--- src/rtl/dpsm_pkg.sv ---
// shared types, constants and the status word table of the drive profile state machine
package dpsm_pkg;

   // field widths
   localparam int CwWidth     = 16;
   localparam int StatusWidth = 16;
   localparam int ModeWidth   = 8;
   localparam int RspWidth    = 32;

   // control word bit positions
   localparam int CwBitSwitchOn = 0;
   localparam int CwBitVoltage  = 1;
   localparam int CwBitQstop    = 2;
   localparam int CwBitOperate  = 3;
   localparam int CwBitReset    = 7;

   // command patterns
   localparam logic [CwWidth-1:0] CMD_SHUTDOWN = 16'h0006;
   localparam logic [CwWidth-1:0] CMD_SWITCHON = 16'h0007;
   localparam logic [CwWidth-1:0] CMD_ENABLEOP = 16'h000F;

   // request kinds carried in tuser
   localparam logic REQ_STEP  = 1'b0;
   localparam logic REQ_FAULT = 1'b1;

   typedef enum logic [2:0] {
      ST_NOTREADY = 3'd0,
      ST_DISABLED = 3'd1,
      ST_READY    = 3'd2,
      ST_ON       = 3'd3,
      ST_ENABLED  = 3'd4,
      ST_QSTOP    = 3'd5,
      ST_REACTION = 3'd6,
      ST_FAULT    = 3'd7
   } drive_state_type;

   // one step transaction handed to the core
   typedef struct packed {
      logic               valid;
      logic               cmd;
      logic [CwWidth-1:0] control_word;
   } step_req_type;

   // one result as produced by the core
   typedef struct packed {
      logic signed [ModeWidth-1:0] active_mode;
      logic                        output_enabled;
      drive_state_type             drive_state;
      logic [StatusWidth-1:0]      status_word;
   } result_type;

   // true when every pattern bit is set in the control word
   function automatic logic has_cmd(input logic [CwWidth-1:0] cw,
                                    input logic [CwWidth-1:0] pat);
      has_cmd = ((cw & pat) == pat);
   endfunction

   // status word for each state
   function automatic logic [StatusWidth-1:0] status_of(input drive_state_type st);
      logic [StatusWidth-1:0] sw;
      unique case (st)
         ST_NOTREADY: sw = 16'h0000;
         ST_DISABLED: sw = 16'h0050;
         ST_READY:    sw = 16'h0011;
         ST_ON:       sw = 16'h0013;
         ST_ENABLED:  sw = 16'h0017;
         ST_QSTOP:    sw = 16'h0017;
         ST_REACTION: sw = 16'h0018;
         ST_FAULT:    sw = 16'h0048;
      endcase
      status_of = sw;
   endfunction

endpackage

--- src/rtl/drive_profile_state_machine_top.sv ---
// top level of the drive profile state machine: stream channels and result skid buffer
//
// Usage:
//   req_ channel: one transaction per control word step or fault event.
//     req_tuser is the kind (0 step, 1 raise fault), req_tdata the control word.
//   rsp_ channel: one result per request transaction, in order, carrying the
//     status word, the drive state code, the output enable flag and the mode echo.
//   csr_we / csr_wdata write the mode of operation register, echoed in every result.
// Throughput: one transaction per cycle while req_tready is high; the state
//   update is a single pass of the next-state logic between the state register
//   and the result register.
// Reset: synchronous; the drive starts in switch on disabled, the fault reset
//   edge detector is cleared, the mode register reads 0 and no result is pending.
// Stall: a two-entry output stage (result register plus skid register) keeps
//   req_tready high while one result waits; with both full req_tready drops
//   until rsp_tready takes a result.
module drive_profile_state_machine_top (
   input  logic        clock,
   input  logic        reset,
   // request channel
   input  logic        req_tvalid,
   output logic        req_tready,
   input  logic [15:0] req_tdata,   // [15:0] control_word
   input  logic        req_tuser,   // [0] cmd
   // result channel
   output logic        rsp_tvalid,
   input  logic        rsp_tready,
   output logic [dpsm_pkg::RspWidth-1:0] rsp_tdata,
                                    // [15:0] status_word, [18:16] drive_state,
                                    // [19] output_enabled, [27:20] active_mode, [31:28] zero
   // configuration
   input  logic        csr_we,
   input  logic [7:0]  csr_wdata
);
   import dpsm_pkg::*;

   step_req_type step;
   result_type   result;

   logic       req_accept, rsp_take;
   logic       out_valid_ff, out_valid_in;
   logic       skid_valid_ff, skid_valid_in;
   result_type out_data_ff, out_data_in;
   result_type skid_data_ff, skid_data_in;

   assign req_tready = !skid_valid_ff;
   assign req_accept = req_tvalid && req_tready;
   assign rsp_take   = out_valid_ff && rsp_tready;

   assign step.valid        = req_accept;
   assign step.cmd          = req_tuser;
   assign step.control_word = req_tdata;

   dpsm_core u_core (
      .clock     (clock),
      .reset     (reset),
      .csr_we    (csr_we),
      .csr_wdata (signed'(csr_wdata)),
      .step      (step),
      .result    (result)
   );

   // output stage next values
   always_comb begin
      out_valid_in  = out_valid_ff;
      skid_valid_in = skid_valid_ff;
      out_data_in   = out_data_ff;
      skid_data_in  = skid_data_ff;
      if (rsp_take) begin
         if (skid_valid_ff) begin
            out_data_in   = skid_data_ff;
            skid_valid_in = 1'b0;
         end else begin
            out_valid_in = req_accept;
            out_data_in  = result;
         end
      end else if (req_accept) begin
         if (!out_valid_ff) begin
            out_valid_in = 1'b1;
            out_data_in  = result;
         end else begin
            skid_valid_in = 1'b1;
            skid_data_in  = result;
         end
      end
   end

   // output stage control
   always_ff @(posedge clock) begin
      if (reset) begin
         out_valid_ff  <= 1'b0;
         skid_valid_ff <= 1'b0;
      end else begin
         out_valid_ff  <= out_valid_in;
         skid_valid_ff <= skid_valid_in;
      end
   end

   // output stage payload
   always_ff @(posedge clock) begin
      out_data_ff  <= out_data_in;
      skid_data_ff <= skid_data_in;
   end

   // result packing
   assign rsp_tvalid = out_valid_ff;
   assign rsp_tdata  = {4'b0000,
                        out_data_ff.active_mode,
                        out_data_ff.output_enabled,
                        out_data_ff.drive_state,
                        out_data_ff.status_word};

   // skid entry only ever sits behind a full result register
   a_skid_behind_out: assert property (@(posedge clock) disable iff (reset)
      skid_valid_ff |-> out_valid_ff)
      else $error("skid entry held without a result in the output register");

   // a transaction taken into an empty output stage shows up next cycle
   a_result_follows: assert property (@(posedge clock) disable iff (reset)
      (req_accept && !out_valid_ff) |=> rsp_tvalid)
      else $error("result missing after accepted transaction");

   // the output enable flag agrees with the state code
   a_enable_matches: assert property (@(posedge clock) disable iff (reset)
      rsp_tvalid |-> (out_data_ff.output_enabled == (out_data_ff.drive_state == ST_ENABLED)))
      else $error("output enable flag disagrees with drive state");

endmodule

--- src/rtl/dpsm_core.sv ---
// power state register, fault reset edge detector, mode register and result logic
module dpsm_core (
   input  logic                                clock,
   input  logic                                reset,
   input  logic                                csr_we,
   input  logic signed [dpsm_pkg::ModeWidth-1:0] csr_wdata,
   input  dpsm_pkg::step_req_type              step,
   output dpsm_pkg::result_type                result
);
   import dpsm_pkg::*;

   drive_state_type             state_ff, state_in;
   logic                        prior_rst_ff, prior_rst_in;
   logic signed [ModeWidth-1:0] mode_ff;

   logic [CwWidth-1:0] cw;
   logic               volt_off, qstop_on, rst_bit;

   assign cw       = step.control_word;
   assign volt_off = !cw[CwBitVoltage];
   assign qstop_on = !cw[CwBitQstop];
   assign rst_bit  = cw[CwBitReset];

   // next state
   always_comb begin
      state_in     = state_ff;
      prior_rst_in = prior_rst_ff;
      if (step.cmd == REQ_FAULT) begin
         state_in = ST_REACTION;
      end else begin
         prior_rst_in = rst_bit;
         unique case (state_ff)
            ST_NOTREADY: state_in = ST_NOTREADY;
            ST_DISABLED: begin
               if (has_cmd(cw, CMD_SHUTDOWN)) state_in = ST_READY;
            end
            ST_READY: begin
               priority if (volt_off) state_in = ST_DISABLED;
               else if (has_cmd(cw, CMD_SWITCHON)) state_in = ST_ON;
            end
            ST_ON: begin
               priority if (volt_off) state_in = ST_DISABLED;
               else if (qstop_on) state_in = ST_QSTOP;
               else if (has_cmd(cw, CMD_ENABLEOP)) state_in = ST_ENABLED;
            end
            ST_ENABLED: begin
               priority if (volt_off) state_in = ST_DISABLED;
               else if (qstop_on) state_in = ST_QSTOP;
               else if (!cw[CwBitOperate]) state_in = ST_ON;
            end
            ST_QSTOP: begin
               priority if (volt_off) state_in = ST_DISABLED;
               else if (has_cmd(cw, CMD_ENABLEOP)) state_in = ST_ENABLED;
            end
            ST_REACTION: state_in = ST_FAULT;
            ST_FAULT: begin
               if (rst_bit && !prior_rst_ff) state_in = ST_DISABLED;
            end
         endcase
      end
   end

   // result for the transaction being taken
   always_comb begin
      result.status_word    = status_of(state_in);
      result.drive_state    = state_in;
      result.output_enabled = (state_in == ST_ENABLED);
      result.active_mode    = mode_ff;
   end

   // state update on each accepted transaction
   always_ff @(posedge clock) begin
      if (reset) begin
         state_ff     <= ST_DISABLED;
         prior_rst_ff <= 1'b0;
      end else if (step.valid) begin
         state_ff     <= state_in;
         prior_rst_ff <= prior_rst_in;
      end
   end

   // mode of operation register
   always_ff @(posedge clock) begin
      if (reset) begin
         mode_ff <= '0;
      end else if (csr_we) begin
         mode_ff <= csr_wdata;
      end
   end

   // not ready is never entered after reset
   a_never_notready: assert property (@(posedge clock) disable iff (reset)
      state_ff != ST_NOTREADY)
      else $error("drive state entered not ready");

   // a fault transaction always lands in fault reaction
   a_fault_reaction: assert property (@(posedge clock) disable iff (reset)
      (step.valid && step.cmd == REQ_FAULT) |=> (state_ff == ST_REACTION))
      else $error("fault transaction did not reach fault reaction");

   // fault reaction passes on to fault on the next step
   a_reaction_to_fault: assert property (@(posedge clock) disable iff (reset)
      (step.valid && step.cmd == REQ_STEP && state_ff == ST_REACTION)
      |=> (state_ff == ST_FAULT))
      else $error("fault reaction did not pass on to fault");

endmodule

--- config.mk ---
export PLATFORM = sky130hd
export DESIGN_NAME = drive_profile_state_machine_top
export DESIGN_NICKNAME = d
export VERILOG_FILES = /design/src/rtl/dpsm_pkg.sv /design/src/rtl/drive_profile_state_machine_top.sv /design/src/rtl/dpsm_core.sv
export SDC_FILE = /design/constraint.sdc
export NUM_CORES = 1
export LEC_CHECK = 0
export BUFFER_PORTS_ARGS = -buffer_cell sky130_fd_sc_hd__buf_2
export CORE_ASPECT_RATIO = 2
export CORE_MARGIN = 3
export CORE_UTILIZATION = 38
export CTS_CLUSTER_DIAMETER = 150
export DETAILED_ROUTE_END_ITERATION = 7
export SETUP_SLACK_MARGIN = 0.4
export SLEW_MARGIN = 20
export SYNTH_ARGS = -nofsm -noshare
export SYNTH_HDL_FRONTEND = slang
export SYNTH_HIERARCHICAL = 1
export SYNTH_SLANG_ARGS = --single-unit
--- constraint.sdc ---
create_clock -name clock -period 4.4 [get_ports clock]
set_input_delay 1.1 -clock clock [delete_from_list [all_inputs] [get_ports clock]]
set_output_delay 1.1 -clock clock [all_outputs]
set_load 0.03 [all_outputs]
==> impl_results.md <==
- Clock tree sinks: 70
- Die Ht: 133 um
- Register Area: about 2000 um2
- Fmax: just under 400 MHz
- Crit. End Element: register
- Min Tclk post-route: around 2600 ps
- Maxcap violations: 0
- Vias: 1699
- #FFs+latches synth: 70
- Final Cycle Share: around three fifths
- CTS tree: yes
- Initial antenna violation count: 0
- Crit-path max FO: 7
- Setup_tns: 0 ps
- Area leader, netlist: edfxtp_1
- WS Path Type: in2reg
- Most common cell after layout, fill and taps aside: edfxtp_1
- Async S/R FF share, synth: 0%
- Outcome: complete, no violations
- Depth of the CTS H-tree: 3
- Worst EP arrival: about 2600 ps
- Grt total ovfl: 0
- Layout cell share with drive strength beyond 1: 39.2%
- Core Area: roughly 7700 um2
- Hold buffers post-CTS: 0
- N_diodes: 0
- Syn avg cell area: ~15 um2
- Min-delay worst type: reg2reg
- Vias in the first global route: 1703
- Final Hold Fails: 0
- Initial core utilization: about two fifths
- Clock-pin slew on the worst setup and hold paths: 50 ps
- Fillers: just under 700
- Cell Rows: 45
- Clock Latency Late Sink: between 300 and 400 ps
- Seq/Total Area, Yosys: about 64%
- Port Buffers: between 40 and 50
- Crit start category: input port
- Die W: between 60 and 70 um
- Final setup viols: 0
- Mapped cell area: 3080 um2
- Worst VDD drop: approximately 240 uV
- Leakage: 1.53 nW
- Full die area: around 9300 um2
- I/O Pins: 64
- PwrDens: ~500 nW/um2
- Data required, critical path: ~4500 ps
- Synth warn: 6
- Largest net degree at the start of global routing: 29
- Multi-input gate area: around 990 um2
- Relative slew slack: 39.2%
- Remaining antenna violation count after routing: 0
- Post-CTS setup buffer count: 0
- Primary FF master, synth: edfxtp_1
- Vias/cell: around 4.8
- Slew Limit Fails: 0
- Post-Syn Instances: ~210
- Cell variety after synth: between 40 and 50
- DRC viols: 0
- Final core occ: a little under half
- First-pass GRT wire length: between 8000 and 9000 um
- Commonest cells after routing, fill and taps aside: edfxtp_1, buf_2, mux2_4
- Max clock buf depth: 2
- Main area contributors after synthesis: edfxtp_1, mux2_4, dfxtp_1
- Least-Margin Pin Slew: approximately 910 ps
- Final #Nets: roughly 290
- RSZ-0062 raised after global routing: no
- Routability cong.: slightly above 0.8
- Post-synth EDFFs: 56
- Wire per inst: between 10 and 15 um
- Clk root buf: clkbuf_16
- Synth top area share: 54.6%
- Cts bufs inserted: 9
- Post_cts resized: 0
- Final wirelength: 5030 um
- Initial DRC Count: ~70
- Worst Skew: around 5.5 ps
- DRT Pass-1 Iters: 4
- GRT Total Usage: a little under an eighth
- Area grow syn2layout: 19.8%
- Post-DP HPWL: roughly 3500 um
## final timing paths
| kind | endpoint | from | slack, ps | cells past startpoint |
|---|---|---|---|---|
| worst max-delay path | rsp_tdata[1]$_DFFE_PP_ | req_tdata[1] | 1840 | 7 |
| worst min register to register | skid_data_ff[21]$_DFFE_PP_ | u_core/mode_ff[1]$_SDFFE_PP0P_ | 470 | 0 |
| worst max register to register | rsp_tdata[4]$_DFFE_PP_ | u_core/state_ff[2]$_SDFFE_PP0P_ | 2230 | 6 |
| worst min-delay path | skid_data_ff[21]$_DFFE_PP_ | u_core/mode_ff[1]$_SDFFE_PP0P_ | 470 | 0 |
## registers in the layout, summed over array words and instances (netlist names)
name,count
u_core/state_ff,3
rsp_tvalid,1
skid_data_ff,28
rsp_tdata,28
u_core/mode_ff,8
u_core/prior_rst_ff,1
skid_valid_ff,1
## final cells by class
| class | instances | share of cell area [%] |
|---|---|---|
| well taps | 94 | 3.19 |
| inverters | 8 | 0.814 |
| multi-input cells | 120 | 26.8 |
| flip-flops and latches | 70 | 53.2 |
| clock inverters | 5 | 2.14 |
| clock buffers | 11 | 7.15 |
| repair buffers | 49 | 6.71 |
## kinds of logic (layout without fill, tap and decap cells)
kind of cell,count (synthesis),after routing,synth area share (%)
and+or+nand+nor,43,43,7.92
muxes,36,36,15.3
AOI/OAI and AO/OA,26,26,6.50
adders and majority gates,1,1,0.406
other,2,14,0.244
DFF,70,70,63.7
buffers and inverters,29,73,6.01
## routing by layer
metal	routed length (um)	track usage [%]
met1	2080	13.3
met2	2620	19.3
met3	189	3.55
met4	146	6.82
met5	0	0
## worst max-delay path: stages
cell and delay [ps]:
buf_2 160, a21bo_1 230, a221oi_2 300, nor2_1 160, nor2_1 240, o32ai_1 150, mux2_2 290
## synth_stat cells, types with 2 or more instances
master	count
conb_1	2
and3_1	2
nand3_1	2
buf_6	3
nor2b_1	2
nand2_1	8
o21bai_2	2
mux2i_1	8
o21ai_0	4
mux2_2	8
inv_1	7
nand2b_1	4
nor2_1	16
clkbuf_1	3
mux2_4	20
edfxtp_1	56
a21oi_1	6
buf_4	14
dfxtp_1	14
a211oi_1	3
## stage by stage
stage               total power [W]  cell area (um2)  instances  hold WS, ps  worst slack [ps]
floorplan                  0.000962             3130        219          424               759
global placement            0.00101             3350        341          440              1570
detailed placement          0.00101             3350        341          450              1540
CTS                         0.00182             3690        357          463              1880
global route                0.00187             3690        357          480              1730
finish                      0.00179             3690        357          465              1840
## report_power, final
group / internal (W) / leakage [nW] / switching [W] / total, W
Combinational: 0.0000730 / 0.712 / 0.000133 / 0.000206
Sequential: 0.000767 / 0.642 / 0.0000205 / 0.000787
Clock: 0.000544 / 0.171 / 0.000257 / 0.000801
Power figures use the tool's default switching activity.
